### src/rtl/bpa_pkg.sv
// ----------------------------------------------------------------------------
// bpa_pkg
// Shared types, constants and elaboration helpers for the buddy page allocator.
// ----------------------------------------------------------------------------
package bpa_pkg;

  localparam int ORDER_LIMIT   = 10;
  localparam int TOP_ORDER_DEF = ORDER_LIMIT;

  localparam int OP_W   = 2;
  localparam int PAGE_W = 10;
  localparam int ORD_W  = 4;
  localparam int CNT_W  = 11;

  // The free map is stored as rows of ROW_W bits; each order starts on a new row.
  localparam int ROW_W  = 32;
  localparam int ROW_BW = 5;
  // Width used for order arithmetic (orders never exceed 20).
  localparam int LOG_W  = 5;

  localparam logic [OP_W-1:0] OP_ALLOC  = 2'd0;
  localparam logic [OP_W-1:0] OP_FREE   = 2'd1;
  localparam logic [OP_W-1:0] OP_INSERT = 2'd2;

  typedef enum logic [2:0] {
    WR_NONE,
    WR_CLR_ROW,
    WR_SET,
    WR_TAKE,
    WR_MERGE,
    WR_SET_ODD
  } wr_mode_t;

  typedef enum logic [1:0] {
    RES_ZERO,
    RES_FAIL,
    RES_ALLOC,
    RES_FREE
  } res_sel_t;

  typedef struct packed {
    logic     load;
    logic     rd;
    wr_mode_t wr;
    logic     take;
    logic     next_row;
    logic     next_order;
    logic     split;
    logic     merge_up;
    logic     ins_set;
    logic     ins_adv;
    logic     out_load;
    res_sel_t res_sel;
  } dp_cmd_t;

  typedef struct packed {
    logic [OP_W-1:0] op;
    logic            ord_bad;
    logic            cnt_zero;
    logic            clr_last;
    logic            row_nz;
    logic            row_last;
    logic            k_top;
    logic            k_above_ord;
    logic            buddy_free;
    logic            ins_done;
  } dp_stat_t;

  // Number of map rows that order k occupies in a space of 2^top pages.
  function automatic int rows_in_order(input int top, input int k);
    return ((1 << (top - k)) + ROW_W - 1) >> ROW_BW;
  endfunction

  // First row of order k; with k = top + 1 this is the total row count.
  function automatic int row_base(input int top, input int k);
    int acc;
    acc = 0;
    for (int j = 0; j < k; j++) begin
      acc = acc + rows_in_order(top, j);
    end
    return acc;
  endfunction

endpackage

### src/rtl/bpa_dpath.sv
// ----------------------------------------------------------------------------
// bpa_dpath
// Free map memory, walk registers and result registers of the allocator.
// ----------------------------------------------------------------------------
module bpa_dpath import bpa_pkg::*; #(
  parameter int TOP_ORDER = TOP_ORDER_DEF
) (
  input  logic              clk,
  input  logic              rst_n,
  input  dp_cmd_t           cmd,
  output dp_stat_t          stat,
  input  logic [OP_W-1:0]   in_op,
  input  logic [PAGE_W-1:0] in_page_number,
  input  logic [ORD_W-1:0]  in_size_order,
  input  logic [CNT_W-1:0]  in_page_count,
  output logic              out_status,
  output logic [PAGE_W-1:0] out_result_page,
  output logic [ORD_W-1:0]  out_result_order
);

  localparam int PW   = TOP_ORDER;
  localparam int KW   = $clog2(TOP_ORDER + 1);
  localparam int IXW  = TOP_ORDER + ROW_BW;
  localparam int ROWS = row_base(TOP_ORDER, TOP_ORDER + 1);
  localparam int RAW  = $clog2(ROWS);
  localparam logic [IXW:0] NPAGES_V = (IXW+1)'(1) << TOP_ORDER;

  logic [ROW_W-1:0]  mem [ROWS];
  logic [ROW_W-1:0]  rdata_r;
  logic [RAW-1:0]    base_tbl [TOP_ORDER+1];

  logic [OP_W-1:0]   op_r;
  logic [ORD_W-1:0]  ord_r;
  logic [KW-1:0]     k_r;
  logic [IXW-1:0]    idx_r;
  logic [PW:0]       start_r;
  logic [CNT_W-1:0]  rem_r;
  logic [LOG_W-1:0]  target_r;
  logic [RAW-1:0]    clr_cnt_r;

  logic              status_r;
  logic [PAGE_W-1:0] page_out_r;
  logic [ORD_W-1:0]  ord_out_r;

  for (genvar g = 0; g <= TOP_ORDER; g++) begin : g_base
    assign base_tbl[g] = RAW'(row_base(TOP_ORDER, g));
  end

  logic [PW-1:0]      page_m;
  logic [IXW:0]       cnt_k;
  logic [IXW-1:0]     idx_m;
  logic [RAW-1:0]     addr;
  logic [ROW_BW-1:0]  bpos;
  logic [ROW_BW-1:0]  ffs;
  logic [LOG_W-1:0]   lg_cnt;
  logic [LOG_W-1:0]   lg_rem;
  logic [LOG_W-1:0]   ctz;
  logic [LOG_W-1:0]   ins_i;
  logic [LOG_W-1:0]   tgt_in;
  logic [ROW_W-1:0]   wdata;
  logic [RAW-1:0]     waddr;
  logic [PW-1:0]      pg_alloc;
  logic [PW-1:0]      pg_free;

  always_comb begin
    page_m = PW'(in_page_number);
    cnt_k  = NPAGES_V >> k_r;
    idx_m  = idx_r & IXW'(cnt_k - (IXW+1)'(1));
    addr   = base_tbl[k_r] + RAW'(idx_m >> ROW_BW);
    bpos   = idx_m[ROW_BW-1:0];

    // Lowest set bit of the row just read.
    ffs = '0;
    for (int j = ROW_W - 1; j >= 0; j--) begin
      if (rdata_r[j]) begin
        ffs = ROW_BW'(j);
      end
    end

    lg_cnt = '0;
    lg_rem = '0;
    for (int j = 0; j < CNT_W; j++) begin
      if (in_page_count[j]) begin
        lg_cnt = LOG_W'(j);
      end
      if (rem_r[j]) begin
        lg_rem = LOG_W'(j);
      end
    end
    tgt_in = (lg_cnt > LOG_W'(TOP_ORDER)) ? LOG_W'(TOP_ORDER) : lg_cnt;

    // Alignment of the insert cursor; zero counts as fully aligned.
    ctz = LOG_W'(TOP_ORDER);
    for (int j = PW - 1; j >= 0; j--) begin
      if (start_r[j]) begin
        ctz = LOG_W'(j);
      end
    end

    ins_i = (target_r < lg_rem) ? target_r : lg_rem;
    if (ctz < ins_i) begin
      ins_i = ctz;
    end

    waddr = addr;
    wdata = rdata_r;
    unique case (cmd.wr)
      WR_CLR_ROW: begin
        waddr = clr_cnt_r;
        wdata = '0;
      end
      WR_SET:     wdata = rdata_r | (ROW_W'(1) << bpos);
      WR_TAKE:    wdata = rdata_r & ~(ROW_W'(1) << ffs);
      WR_MERGE:   wdata = rdata_r & ~(ROW_W'(1) << bpos) & ~(ROW_W'(1) << (bpos ^ ROW_BW'(1)));
      WR_SET_ODD: wdata = rdata_r | (ROW_W'(1) << (bpos | ROW_BW'(1)));
      default:    wdata = rdata_r;
    endcase

    pg_alloc = PW'(idx_r << ord_r);
    pg_free  = PW'(idx_r << k_r);
  end

  always_comb begin
    stat.op          = op_r;
    stat.ord_bad     = LOG_W'(ord_r) > LOG_W'(TOP_ORDER);
    stat.cnt_zero    = (rem_r == '0);
    stat.clr_last    = (clr_cnt_r == RAW'(ROWS - 1));
    stat.row_nz      = |rdata_r;
    stat.row_last    = ((IXW+1)'(idx_r) + (IXW+1)'(ROW_W)) >= cnt_k;
    stat.k_top       = (k_r == KW'(TOP_ORDER));
    stat.k_above_ord = LOG_W'(k_r) > LOG_W'(ord_r);
    stat.buddy_free  = rdata_r[bpos ^ ROW_BW'(1)];
    stat.ins_done    = (rem_r == '0) || start_r[PW];
  end

  // Map memory: one write and one registered read per cycle.
  always_ff @(posedge clk) begin
    if (cmd.wr != WR_NONE) begin
      mem[waddr] <= wdata;
    end
    if (cmd.rd) begin
      rdata_r <= mem[addr];
    end
  end

  always_ff @(posedge clk) begin
    if (!rst_n) begin
      clr_cnt_r <= '0;
    end else if (cmd.wr == WR_CLR_ROW) begin
      clr_cnt_r <= clr_cnt_r + RAW'(1);
    end
  end

  always_ff @(posedge clk) begin
    if (cmd.load) begin
      op_r     <= in_op;
      ord_r    <= in_size_order;
      k_r      <= KW'(in_size_order);
      idx_r    <= (in_op == OP_FREE) ? IXW'(page_m >> in_size_order) : '0;
      start_r  <= {1'b0, page_m};
      rem_r    <= in_page_count;
      target_r <= tgt_in;
    end
    if (cmd.take) begin
      idx_r <= idx_r + IXW'(ffs);
    end
    if (cmd.next_row) begin
      idx_r <= idx_r + IXW'(ROW_W);
    end
    if (cmd.next_order) begin
      k_r   <= k_r + KW'(1);
      idx_r <= '0;
    end
    if (cmd.split) begin
      k_r   <= k_r - KW'(1);
      idx_r <= idx_r << 1;
    end
    if (cmd.merge_up) begin
      k_r   <= k_r + KW'(1);
      idx_r <= idx_m >> 1;
    end
    if (cmd.ins_set) begin
      k_r   <= KW'(ins_i);
      idx_r <= IXW'(start_r >> ins_i);
    end
    if (cmd.ins_adv) begin
      start_r <= start_r + ((PW+1)'(1) << k_r);
      rem_r   <= rem_r - (CNT_W'(1) << k_r);
    end
    if (cmd.out_load) begin
      unique case (cmd.res_sel)
        RES_FAIL: begin
          status_r   <= 1'b1;
          page_out_r <= '0;
          ord_out_r  <= '0;
        end
        RES_ALLOC: begin
          status_r   <= 1'b0;
          page_out_r <= PAGE_W'(pg_alloc);
          ord_out_r  <= ord_r;
        end
        RES_FREE: begin
          status_r   <= 1'b0;
          page_out_r <= PAGE_W'(pg_free);
          ord_out_r  <= ORD_W'(k_r);
        end
        default: begin
          status_r   <= 1'b0;
          page_out_r <= '0;
          ord_out_r  <= '0;
        end
      endcase
    end
  end

  assign out_status       = status_r;
  assign out_result_page  = page_out_r;
  assign out_result_order = ord_out_r;

endmodule

### src/rtl/bpa_ctrl.sv
// ----------------------------------------------------------------------------
// bpa_ctrl
// Sequencer for clearing, search, split, merge and range insert.
// ----------------------------------------------------------------------------
module bpa_ctrl import bpa_pkg::*; (
  input  logic     clk,
  input  logic     rst_n,
  input  logic     in_valid,
  output logic     in_ready,
  output logic     out_valid,
  input  logic     out_ready,
  input  dp_stat_t stat,
  output dp_cmd_t  cmd
);

  localparam logic [3:0] S_CLR   = 4'd0;
  localparam logic [3:0] S_IDLE  = 4'd1;
  localparam logic [3:0] S_DISP  = 4'd2;
  localparam logic [3:0] S_ASRD  = 4'd3;
  localparam logic [3:0] S_ASCHK = 4'd4;
  localparam logic [3:0] S_SPCHK = 4'd5;
  localparam logic [3:0] S_SPRD  = 4'd6;
  localparam logic [3:0] S_SPWR  = 4'd7;
  localparam logic [3:0] S_FRD   = 4'd8;
  localparam logic [3:0] S_FCHK  = 4'd9;
  localparam logic [3:0] S_INS   = 4'd10;
  localparam logic [3:0] S_INRD  = 4'd11;
  localparam logic [3:0] S_INWR  = 4'd12;
  localparam logic [3:0] S_FIN   = 4'd13;

  logic [3:0] state_r, state_nxt;
  res_sel_t   res_r, res_nxt;
  logic       out_valid_r, out_valid_nxt;

  always_comb begin
    cmd       = '0;
    state_nxt = state_r;
    res_nxt   = res_r;
    unique case (state_r)
      S_CLR: begin
        cmd.wr = WR_CLR_ROW;
        if (stat.clr_last) begin
          state_nxt = S_IDLE;
        end
      end
      S_IDLE: begin
        if (in_valid) begin
          cmd.load  = 1'b1;
          state_nxt = S_DISP;
        end
      end
      S_DISP: begin
        unique case (stat.op)
          OP_ALLOC: begin
            if (stat.ord_bad) begin
              res_nxt   = RES_FAIL;
              state_nxt = S_FIN;
            end else begin
              state_nxt = S_ASRD;
            end
          end
          OP_FREE: begin
            if (stat.ord_bad) begin
              res_nxt   = RES_FAIL;
              state_nxt = S_FIN;
            end else begin
              state_nxt = S_FRD;
            end
          end
          OP_INSERT: begin
            res_nxt   = RES_ZERO;
            state_nxt = stat.cnt_zero ? S_FIN : S_INS;
          end
          default: begin
            res_nxt   = RES_ZERO;
            state_nxt = S_FIN;
          end
        endcase
      end
      S_ASRD: begin
        cmd.rd    = 1'b1;
        state_nxt = S_ASCHK;
      end
      S_ASCHK: begin
        if (stat.row_nz) begin
          cmd.wr    = WR_TAKE;
          cmd.take  = 1'b1;
          state_nxt = S_SPCHK;
        end else if (stat.row_last) begin
          if (stat.k_top) begin
            res_nxt   = RES_FAIL;
            state_nxt = S_FIN;
          end else begin
            cmd.next_order = 1'b1;
            state_nxt      = S_ASRD;
          end
        end else begin
          cmd.next_row = 1'b1;
          state_nxt    = S_ASRD;
        end
      end
      S_SPCHK: begin
        if (stat.k_above_ord) begin
          cmd.split = 1'b1;
          state_nxt = S_SPRD;
        end else begin
          res_nxt   = RES_ALLOC;
          state_nxt = S_FIN;
        end
      end
      S_SPRD: begin
        cmd.rd    = 1'b1;
        state_nxt = S_SPWR;
      end
      S_SPWR: begin
        cmd.wr    = WR_SET_ODD;
        state_nxt = S_SPCHK;
      end
      S_FRD: begin
        cmd.rd    = 1'b1;
        state_nxt = S_FCHK;
      end
      S_FCHK: begin
        if (!stat.k_top && stat.buddy_free) begin
          cmd.wr       = WR_MERGE;
          cmd.merge_up = 1'b1;
          state_nxt    = S_FRD;
        end else begin
          cmd.wr    = WR_SET;
          res_nxt   = RES_FREE;
          state_nxt = S_FIN;
        end
      end
      S_INS: begin
        if (stat.ins_done) begin
          state_nxt = S_FIN;
        end else begin
          cmd.ins_set = 1'b1;
          state_nxt   = S_INRD;
        end
      end
      S_INRD: begin
        cmd.rd    = 1'b1;
        state_nxt = S_INWR;
      end
      S_INWR: begin
        cmd.wr      = WR_SET;
        cmd.ins_adv = 1'b1;
        state_nxt   = S_INS;
      end
      S_FIN: begin
        if (!out_valid_r || out_ready) begin
          cmd.out_load = 1'b1;
          state_nxt    = S_IDLE;
        end
      end
      default: begin
        state_nxt = S_IDLE;
      end
    endcase
    cmd.res_sel   = res_r;
    out_valid_nxt = (out_valid_r && !out_ready) || cmd.out_load;
  end

  always_ff @(posedge clk) begin
    if (!rst_n) begin
      state_r     <= S_CLR;
      res_r       <= RES_ZERO;
      out_valid_r <= 1'b0;
    end else begin
      state_r     <= state_nxt;
      res_r       <= res_nxt;
      out_valid_r <= out_valid_nxt;
    end
  end

  assign in_ready  = (state_r == S_IDLE);
  assign out_valid = out_valid_r;

  a_fin_slot_free: assert property (@(posedge clk) disable iff (!rst_n)
    cmd.out_load |-> (!out_valid_r || out_ready))
    else $error("result loaded over an untaken result");

  a_accept_dispatch: assert property (@(posedge clk) disable iff (!rst_n)
    (in_valid && in_ready) |=> (state_r == S_DISP))
    else $error("accepted item not dispatched");

  a_idle_no_write: assert property (@(posedge clk) disable iff (!rst_n)
    (state_r == S_IDLE) |-> (cmd.wr == WR_NONE))
    else $error("map written while idle");

endmodule

### src/rtl/buddy_page_allocator_unit.sv
// ----------------------------------------------------------------------------
// buddy_page_allocator_unit
// Binary buddy page allocator with one free map per order, held in a row memory.
// ----------------------------------------------------------------------------
//
//   Channel  Direction  Handshake             Payload
//   in_      input      in_valid / in_ready   op, page_number, size_order, page_count
//   out_     output     out_valid / out_ready status, result_page, result_order
//
// Every accepted item produces exactly one result item.
// After reset a clearing pass writes every map row to zero, one row per cycle;
// no item is accepted until it ends. An allocate scans map rows from its own order
// upward and then splits the block it takes down to the asked order; a failed one
// scans every row up to the top order. Free climbs orders while the buddy is free;
// insert writes one aligned block per step; a bad order fails without a map access.
// The unit returns to idle before the next item can be accepted.
// One item is in work at a time; a finished result waits in the output register
// while the next item is accepted, and that item stalls only at its own finish.

module buddy_page_allocator_unit import bpa_pkg::*; #(
  parameter int TOP_ORDER = TOP_ORDER_DEF
) (
  input  logic              clk,
  input  logic              rst_n,
  input  logic              in_valid,
  output logic              in_ready,
  input  logic [OP_W-1:0]   in_op,
  input  logic [PAGE_W-1:0] in_page_number,
  input  logic [ORD_W-1:0]  in_size_order,
  input  logic [CNT_W-1:0]  in_page_count,
  output logic              out_valid,
  input  logic              out_ready,
  output logic              out_status,
  output logic [PAGE_W-1:0] out_result_page,
  output logic [ORD_W-1:0]  out_result_order
);

  dp_cmd_t  cmd;
  dp_stat_t stat;

  // The controller sequences each operation one map row access at a time.
  bpa_ctrl u_ctrl (
    .clk       (clk),
    .rst_n     (rst_n),
    .in_valid  (in_valid),
    .in_ready  (in_ready),
    .out_valid (out_valid),
    .out_ready (out_ready),
    .stat      (stat),
    .cmd       (cmd)
  );

  // The datapath holds the map memory, the walk cursor and the result register.
  bpa_dpath #(
    .TOP_ORDER (TOP_ORDER)
  ) u_dpath (
    .clk              (clk),
    .rst_n            (rst_n),
    .cmd              (cmd),
    .stat             (stat),
    .in_op            (in_op),
    .in_page_number   (in_page_number),
    .in_size_order    (in_size_order),
    .in_page_count    (in_page_count),
    .out_status       (out_status),
    .out_result_page  (out_result_page),
    .out_result_order (out_result_order)
  );

endmodule

### config.mk
export PLATFORM = sky130hd
export DESIGN_NAME = buddy_page_allocator_unit
export DESIGN_NICKNAME = d
export VERILOG_FILES = /design/src/rtl/bpa_pkg.sv /design/src/rtl/bpa_dpath.sv /design/src/rtl/bpa_ctrl.sv /design/src/rtl/buddy_page_allocator_unit.sv
export SDC_FILE = /design/constraint.sdc
export NUM_CORES = 2
export LEC_CHECK = 0
export BUFFER_PORTS_ARGS = -buffer_cell sky130_fd_sc_hd__buf_2
export CORE_MARGIN = 8
export CORE_UTILIZATION = 45
export CTS_BUF_LIST = sky130_fd_sc_hd__clkbuf_8 sky130_fd_sc_hd__clkbuf_16
export CTS_CLUSTER_DIAMETER = 30
export DETAILED_ROUTE_END_ITERATION = 6
export PLACE_DENSITY = 0.57
export SLEW_MARGIN = 20
export SYNTH_ARGS = -nofsm -noshare
export SYNTH_HDL_FRONTEND = slang
export SYNTH_SLANG_ARGS = --single-unit
### constraint.sdc
create_clock -name clk -period 27.5 [get_ports clk]
set_input_delay 5.5 -clock clk [delete_from_list [all_inputs] [get_ports clk]]
set_output_delay 5.5 -clock clk [all_outputs]
set_load 0.05 [all_outputs]
Yosys cells after proc, flatten, opt, wreduce, memory -nomap -nowiden --
Memories as Yosys holds them, arrays and structs flattened. A register that Yosys moved wholly into a read port is not among the register bits. Cells that the tools add are included.
Operators by class: add/subtract/negate cells 10, magnitude comparators 8, equal/unequal tests 35, shift operators 10, muxes and demuxes 134, bitwise gates (word level) 11, reduce and logical (&&, ||, !) cells 21
Operators with widths (count):
- 5-bit two-way mux | 34
- 32-bit one-hot mux with 5 select lines | 1
- 1-bit by 5-bit << shifter with 32-bit output (first input constant) | 4
- 15-bit two-way mux | 8
- 4-bit two-way mux | 27
- 32-bit bitwise AND | 3
- 32-bit NOT | 3
- 32-bit bitwise OR | 2
- 4-bit one-hot mux with 14 select lines | 1
- 3-bit two-way mux | 15
- 11-bit two-way mux | 4
- 32-bit OR reduction | 1
- 15-bit by 4-bit << shifter with 10-bit output | 2
- 4-bit equality test (second input constant) | 7
- 2-bit two-way mux | 14
- 1-bit two-way mux | 21
- 7-bit two-way mux | 3
- 10-bit one-hot mux with 2 select lines | 1
- 15-bit by 6-bit adder with 16-bit output (second input constant) | 1
- 4-bit by 3-bit equality test with 1-bit output (second input constant) | 4
- 16-bit >= comparator | 1
- 11-bit by 4-bit >> shifter with 16-bit output (first input constant) | 1
- 15-bit by 5-bit adder with 15-bit output | 1
- 15-bit by 6-bit adder with 15-bit output (second input constant) | 1
- other kinds (50) | 69
Storage, ports and cells: register bits after elaboration 81, RAM bits 2176, memory bits (read-only) 112, input port bits 31, output and inout bits 17, logic and storage cells 245, memories kept 2
Memory list:
- u_dpath.mem | depth 68, bits a word 32, rd ports 1, clocked after Yosys merged registers in 1, write ports 1, RTL line bpa_dpath.sv:28 | logic [ROW_W-1:0] mem [ROWS];
- (name not given) | depth 16, bits a word 7, rd ports 1, clocked after Yosys merged registers in 0, write ports 0, RTL line bpa_dpath.sv:69 | addr = base_tbl[k_r] + RAW'(idx_m >> ROW_BW);

Logic depth before layout (Yosys ltp) --
word-level depth 39, gate-level depth with buffers 20, gate-level depth less buffers 19

Cells and area by module --
A second synthesis with hierarchy kept.
Unflattened totals: cells, all modules 4636, area total of the unflattened synthesis 94249.1 um^2
Modules (own cells, without submodules):
- bpa_dpath | instances 1, cells an instance 4510, area an instance 93363.3 um^2, sequential area each 68425.6 um^2
- bpa_ctrl | instances 1, cells an instance 126, area an instance 885.8 um^2, sequential area each 140.1 um^2

Worst setup path before layout --
OpenSTA, ideal clock, no wires.
path type reg2reg, start point reg u_dpath.k_r[0], end point mem u_dpath.mem[0][21], data pin, setup time 1058 ps, arrival 7553 ps, data required time 26442 ps, path slack 18889 ps, stages on the path, launching flop included 13, path buffers 0, clock period less this slack 8611 ps, cell sequence edfxtp_1 > inv_1 > ha_1 > nand2_1 > ha_1 > and2b_1 > mux4_2 > mux2_1 > or3_4 > nand4_4 > and2_2 > a21oi_2 > o311ai_0
Between the ends: cells in the longest elaborated chain, start to end 11, elaborated cells between the ends (all ways) 26, classes of those cells add/sub: 1; eq/ne: 6; shift: 4; mux: 5; bitwise: 8; reduce/logical: 2
Ends and longest elaborated chain:
- start, declared | RTL line bpa_dpath.sv:34 | logic [KW-1:0] k_r;
- start signal, assigned | RTL line bpa_dpath.sv:158 | k_r <= KW'(in_size_order);
- start signal, assigned | RTL line bpa_dpath.sv:171 | k_r <= k_r + KW'(1);
- start signal, assigned | RTL line bpa_dpath.sv:175 | k_r <= k_r - KW'(1);
- 11-bit by 4-bit >> shifter with 16-bit output | RTL line bpa_dpath.sv:67 | cnt_k = NPAGES_V >> k_r;
- 15-bit by 1-bit subtractor with 15-bit output | RTL line bpa_dpath.sv:68 | idx_m = idx_r & IXW'(cnt_k - (IXW+1)'(1));
- 15-bit bitwise AND | RTL line bpa_dpath.sv:68
- 1-bit NOT (no source line)
- 1-bit binary-select mux with 5-bit select | RTL line bpa_dpath.sv:132 | stat.buddy_free = rdata_r[bpos ^ ROW_BW'(1)];
- 1-bit two-way mux (not written as such) | RTL line bpa_dpath.sv:132
- 1-bit logical AND | RTL line bpa_ctrl.sv:124 | if (!stat.k_top && stat.buddy_free) begin
- 3-bit two-way mux | RTL line bpa_ctrl.sv:124
- 3-bit one-hot mux with 5 select lines | RTL line bpa_ctrl.sv:39 | unique case (state_r)
- 3-bit equality test (tied with other cells) | RTL line bpa_dpath.sv:107 | unique case (cmd.wr)
- 32-bit one-hot mux with 5 select lines * | RTL line bpa_dpath.sv:107
- net u_dpath.wdata[21] | RTL line bpa_dpath.sv:60 | logic [ROW_W-1:0] wdata;
- end, declared | RTL line bpa_dpath.sv:28
Mark *: on every way through the listed nets, which the timed path passes. The rest lies on a longest branch. The select of a mux whose other input is x is not followed.

Worst setup path after layout --
start point reg u_ctrl.state_r[1], end point out in_ready
Between the ends: cells in the longest elaborated chain, start to end 1
Ends and longest elaborated chain:
- start, declared | RTL line bpa_ctrl.sv:31 | logic [3:0] state_r, state_nxt;
- start signal, assigned | RTL line bpa_ctrl.sv:171 | state_r <= state_nxt;
- 4-bit by 1-bit equality test with 1-bit output | RTL line bpa_ctrl.sv:177 | assign in_ready = (state_r == S_IDLE);
- end, declared | RTL line buddy_page_allocator_unit.sv:26 | output logic in_ready,
Every way passes these cells.

==> impl_metrics.env <==
export IMPL_yosysMostFrequentCell="edfxtp_1"
export IMPL_syn_to_final_growth_pct=21.1
export IMPL_dpl_hpwl_um=151000
export IMPL_violations="design-rule violations"
export IMPL_drive_above_1_share_pct=33.8
export IMPL_dr_max_layer_used="met5"
export IMPL_insertion_delay_ns=0.98
export IMPL_gp_congestion=0.917
export IMPL_powerDensity_nw_per_um2=110
export IMPL_htreeDepth=5
export IMPL_clk_pin_slew_worst_paths_ns=0.04
export IMPL_grt_max_degree=127
export IMPL_outcome="finished, violations left"
export IMPL_cp_arrival_ns=2.53
export IMPL_die_x_um=473
export IMPL_synth_edff_count=2274
export IMPL_fin_crit_ns=8.03
export IMPL_slew_headroom_pct=18.9
export IMPL_die_area_sq_um=224000
export IMPL_netlist_cell_type_count=88
export IMPL_rsz0062_at_grt="no"
export IMPL_syn_area_per_cell_sq_um=20.7
export IMPL_crit_path_cell_trace="nand2b_1 -> nor3_1 -> buf_2"
export IMPL_met1_length_um=111000
export IMPL_finalNonFillerCells=8149
export IMPL_grt_usage_pct=23.8
export IMPL_drc_errors=2
export IMPL_synth_seq_area_share_pct=73.0
export IMPL_irDropWorstVdd_mv=0.0770
export IMPL_tightest_slew_ns=1.21
export IMPL_fin_nets=5087
export IMPL_clock_root_buffer="clkbuf_16"
export IMPL_wl_met2_um=130000
export IMPL_synthTopCellsByArea="edfxtp_1, mux4_2, ha_1"
export IMPL_start_util_pct=45.3
export IMPL_cp_start_kind="flop"
export IMPL_fin_skew_ns=0.0960
export IMPL_holdCritPathClass="reg -> reg"
export IMPL_die_h_um=473
export IMPL_via_per_inst=6.11
export IMPL_place_inst=7315
export IMPL_slowest_delay_ns=0.52
export IMPL_cts_inserted_buffers=453
export IMPL_antenna_found_initial=19
export IMPL_synthCells=4544
export IMPL_yosys_warnings=0
export IMPL_num_rows=167
export IMPL_ant_nets=0
export IMPL_tritoncts="done"
export IMPL_critical_path_required_ns=22.00
export IMPL_final_core_util_pct=54.8
export IMPL_ioPinCount=48
export IMPL_setup_viol=0
export IMPL_grt_pass1_vias=50100
export IMPL_crit_buf_inv=1
export IMPL_crit_type="reg -> out"
export IMPL_clock_path_buffers=4
export IMPL_dr_pass1_iters=7
export IMPL_io_buffers=47
export IMPL_path_delay_family="simple AND/OR/NAND/NOR gates"
export IMPL_final_max_slew_viol_count=0
export IMPL_drt_wl_total_um=270000
export IMPL_syn_num_nets=4649
export IMPL_endpoint_kind="primary output"
export IMPL_fmax_ghz=0.125
export IMPL_synth_commonest_cells="edfxtp_1, mux4_2, nor2_1"
export IMPL_placeableCoreArea_sq_um=207000
export IMPL_ys_seq_elements=2288
export IMPL_synth_top_cell_area_share_pct=72.7
export IMPL_synth_area_sq_um=93900
export IMPL_clock_sinks=2288
export IMPL_drt_initial_drc_count=6413
export IMPL_cap_viol_max_count=0
export IMPL_cts_resized=0
export IMPL_synth_flop_cell="edfxtp_1"
export IMPL_finalCritPeriodShare_pct=29.2
export IMPL_grt_pass1_wl_um=381000
export IMPL_cts_hold_buffers_added=0
export IMPL_cp_slowest_cell="dfxtp_1"
export IMPL_cts_setup_buffers=0
export IMPL_path_max_fanout=20
export IMPL_vias=49800
export IMPL_finalHoldViolCount=0
export IMPL_grt_ovfl_total=0
export IMPL_p_leak_uw=0.0376
export IMPL_yosys_area_top_type="edfxtp_1"
export IMPL_fin_tns_setup_ns=0
export IMPL_synth_async_sr_flop_share_pct=0
export IMPL_dr_wl_met3_um=20500
export IMPL_wire_per_inst_um=33.2
[cell families after synthesis]
kind of cell             synth area share [%]
flip-flops                               73.0
multiplexers                             18.1
AND/OR/NAND/NOR                          3.06
AO/OA/AOI/OAI                            3.05
buffers and inverters                    1.34
adder cells (fa/ha/maj)                  1.03
XOR/XNOR                                0.382
[flip-flops by register name, summed over array words and instances, names as in the netlist]
register / cells
u_ctrl.out_valid: 1
u_ctrl.res_r: 2
u_ctrl.state_r: 4
u_dpath.clr_cnt_r: 7
u_dpath.idx_r: 15
u_dpath.k_r: 4
u_dpath.mem: 2176
u_dpath.op_r: 2
u_dpath.ord_r: 4
u_dpath.out_result_order: 4
u_dpath.out_result_page: 10
u_dpath.out_status: 1
u_dpath.rdata_r: 32
u_dpath.rem_r: 11
u_dpath.start_r: 11
u_dpath.target_r: 4
[placed cells by master, fill, tap and decap left out, drive strengths merged, types with 57 or more instances in the layout]
master    instances
edfxtp         2274
a21oi            96
o21ai           118
nand2           166
buf             202
clkinv          180
inv             154
mux4            714
ha               70
clkbuf          457
nor2            194
clkinvlp         57
[final timing paths]
| kind | start | end | slack, ns | depth (start not counted) |
|---|---|---|---|---|
| max | u_ctrl.state_r[1]$_SDFFE_PN0P_ | in_ready | 19.47 | 3 |
| min | u_dpath.clr_cnt_r[6]$_SDFFE_PN0P_ | u_dpath.clr_cnt_r[6]$_SDFFE_PN0P_ | 0.55 | 2 |
| max reg2reg | u_dpath.k_r[1]$_DFFE_PP_ | u_dpath.rdata_r[6]$_DFFE_PP_ | 19.54 | 16 |
| min reg2reg | u_dpath.clr_cnt_r[6]$_SDFFE_PN0P_ | u_dpath.clr_cnt_r[6]$_SDFFE_PN0P_ | 0.55 | 2 |
[metrics by stage]
stage | instance area (sq um) | hold WS, ns | power [uW] | setup WS, ns
after floorplan | 93900 | 0.491 | 6080 | 18.89
after global placement | 98700 | 0.515 | 7270 | 19.41
after detailed placement | 98800 | 0.532 | 7300 | 19.41
after CTS | 114000 | 0.541 | 12600 | 19.39
after global routing | 114000 | 0.593 | 12800 | 18.99
final | 114000 | 0.553 | 12500 | 19.47
[report_power, final]
part           total, uW  switching, uW  internal (uW)
registers           4460            110           4350
clock network       5280           1770           3510
logic               2760           1780            987
total              12500           3660           8840
[worst register-to-register path: stages, from the launching register on]
cell and delay, ns:
edfxtp_1 0.58, inv_1 0.17, ha_1 0.28, or3_1 0.43, nand2_1 0.12, nand2_1 0.08
a21o_1 0.16, a21oi_1 0.38, ha_4 0.49, buf_4 0.81, buf_4 0.87, buf_4 0.75
buf_4 0.77, mux4_2 0.63, mux4_2 0.49, mux4_2 0.47, mux2_2 0.28
[final cells by class]
class	instances	area (sq um)
clock inverters	362	3480
fillers	15700	93600
flip-flops and latches	2288	68600
diodes	15	37.5
repair buffers	202	1420
inverters	84	315
multi-input cells	1953	25000
well taps	2788	3490
clock buffers	457	11400
[metal layers]
metal / up-vias / global-route usage [%]
li1: 20200 / -
met1: 26700 / 33.3
met2: 2402 / 38.1
met3: 484 / 4.80
met4: 2 / 7.51
met5: - / 0
Note: power is estimated with default switching activity, not from simulation.
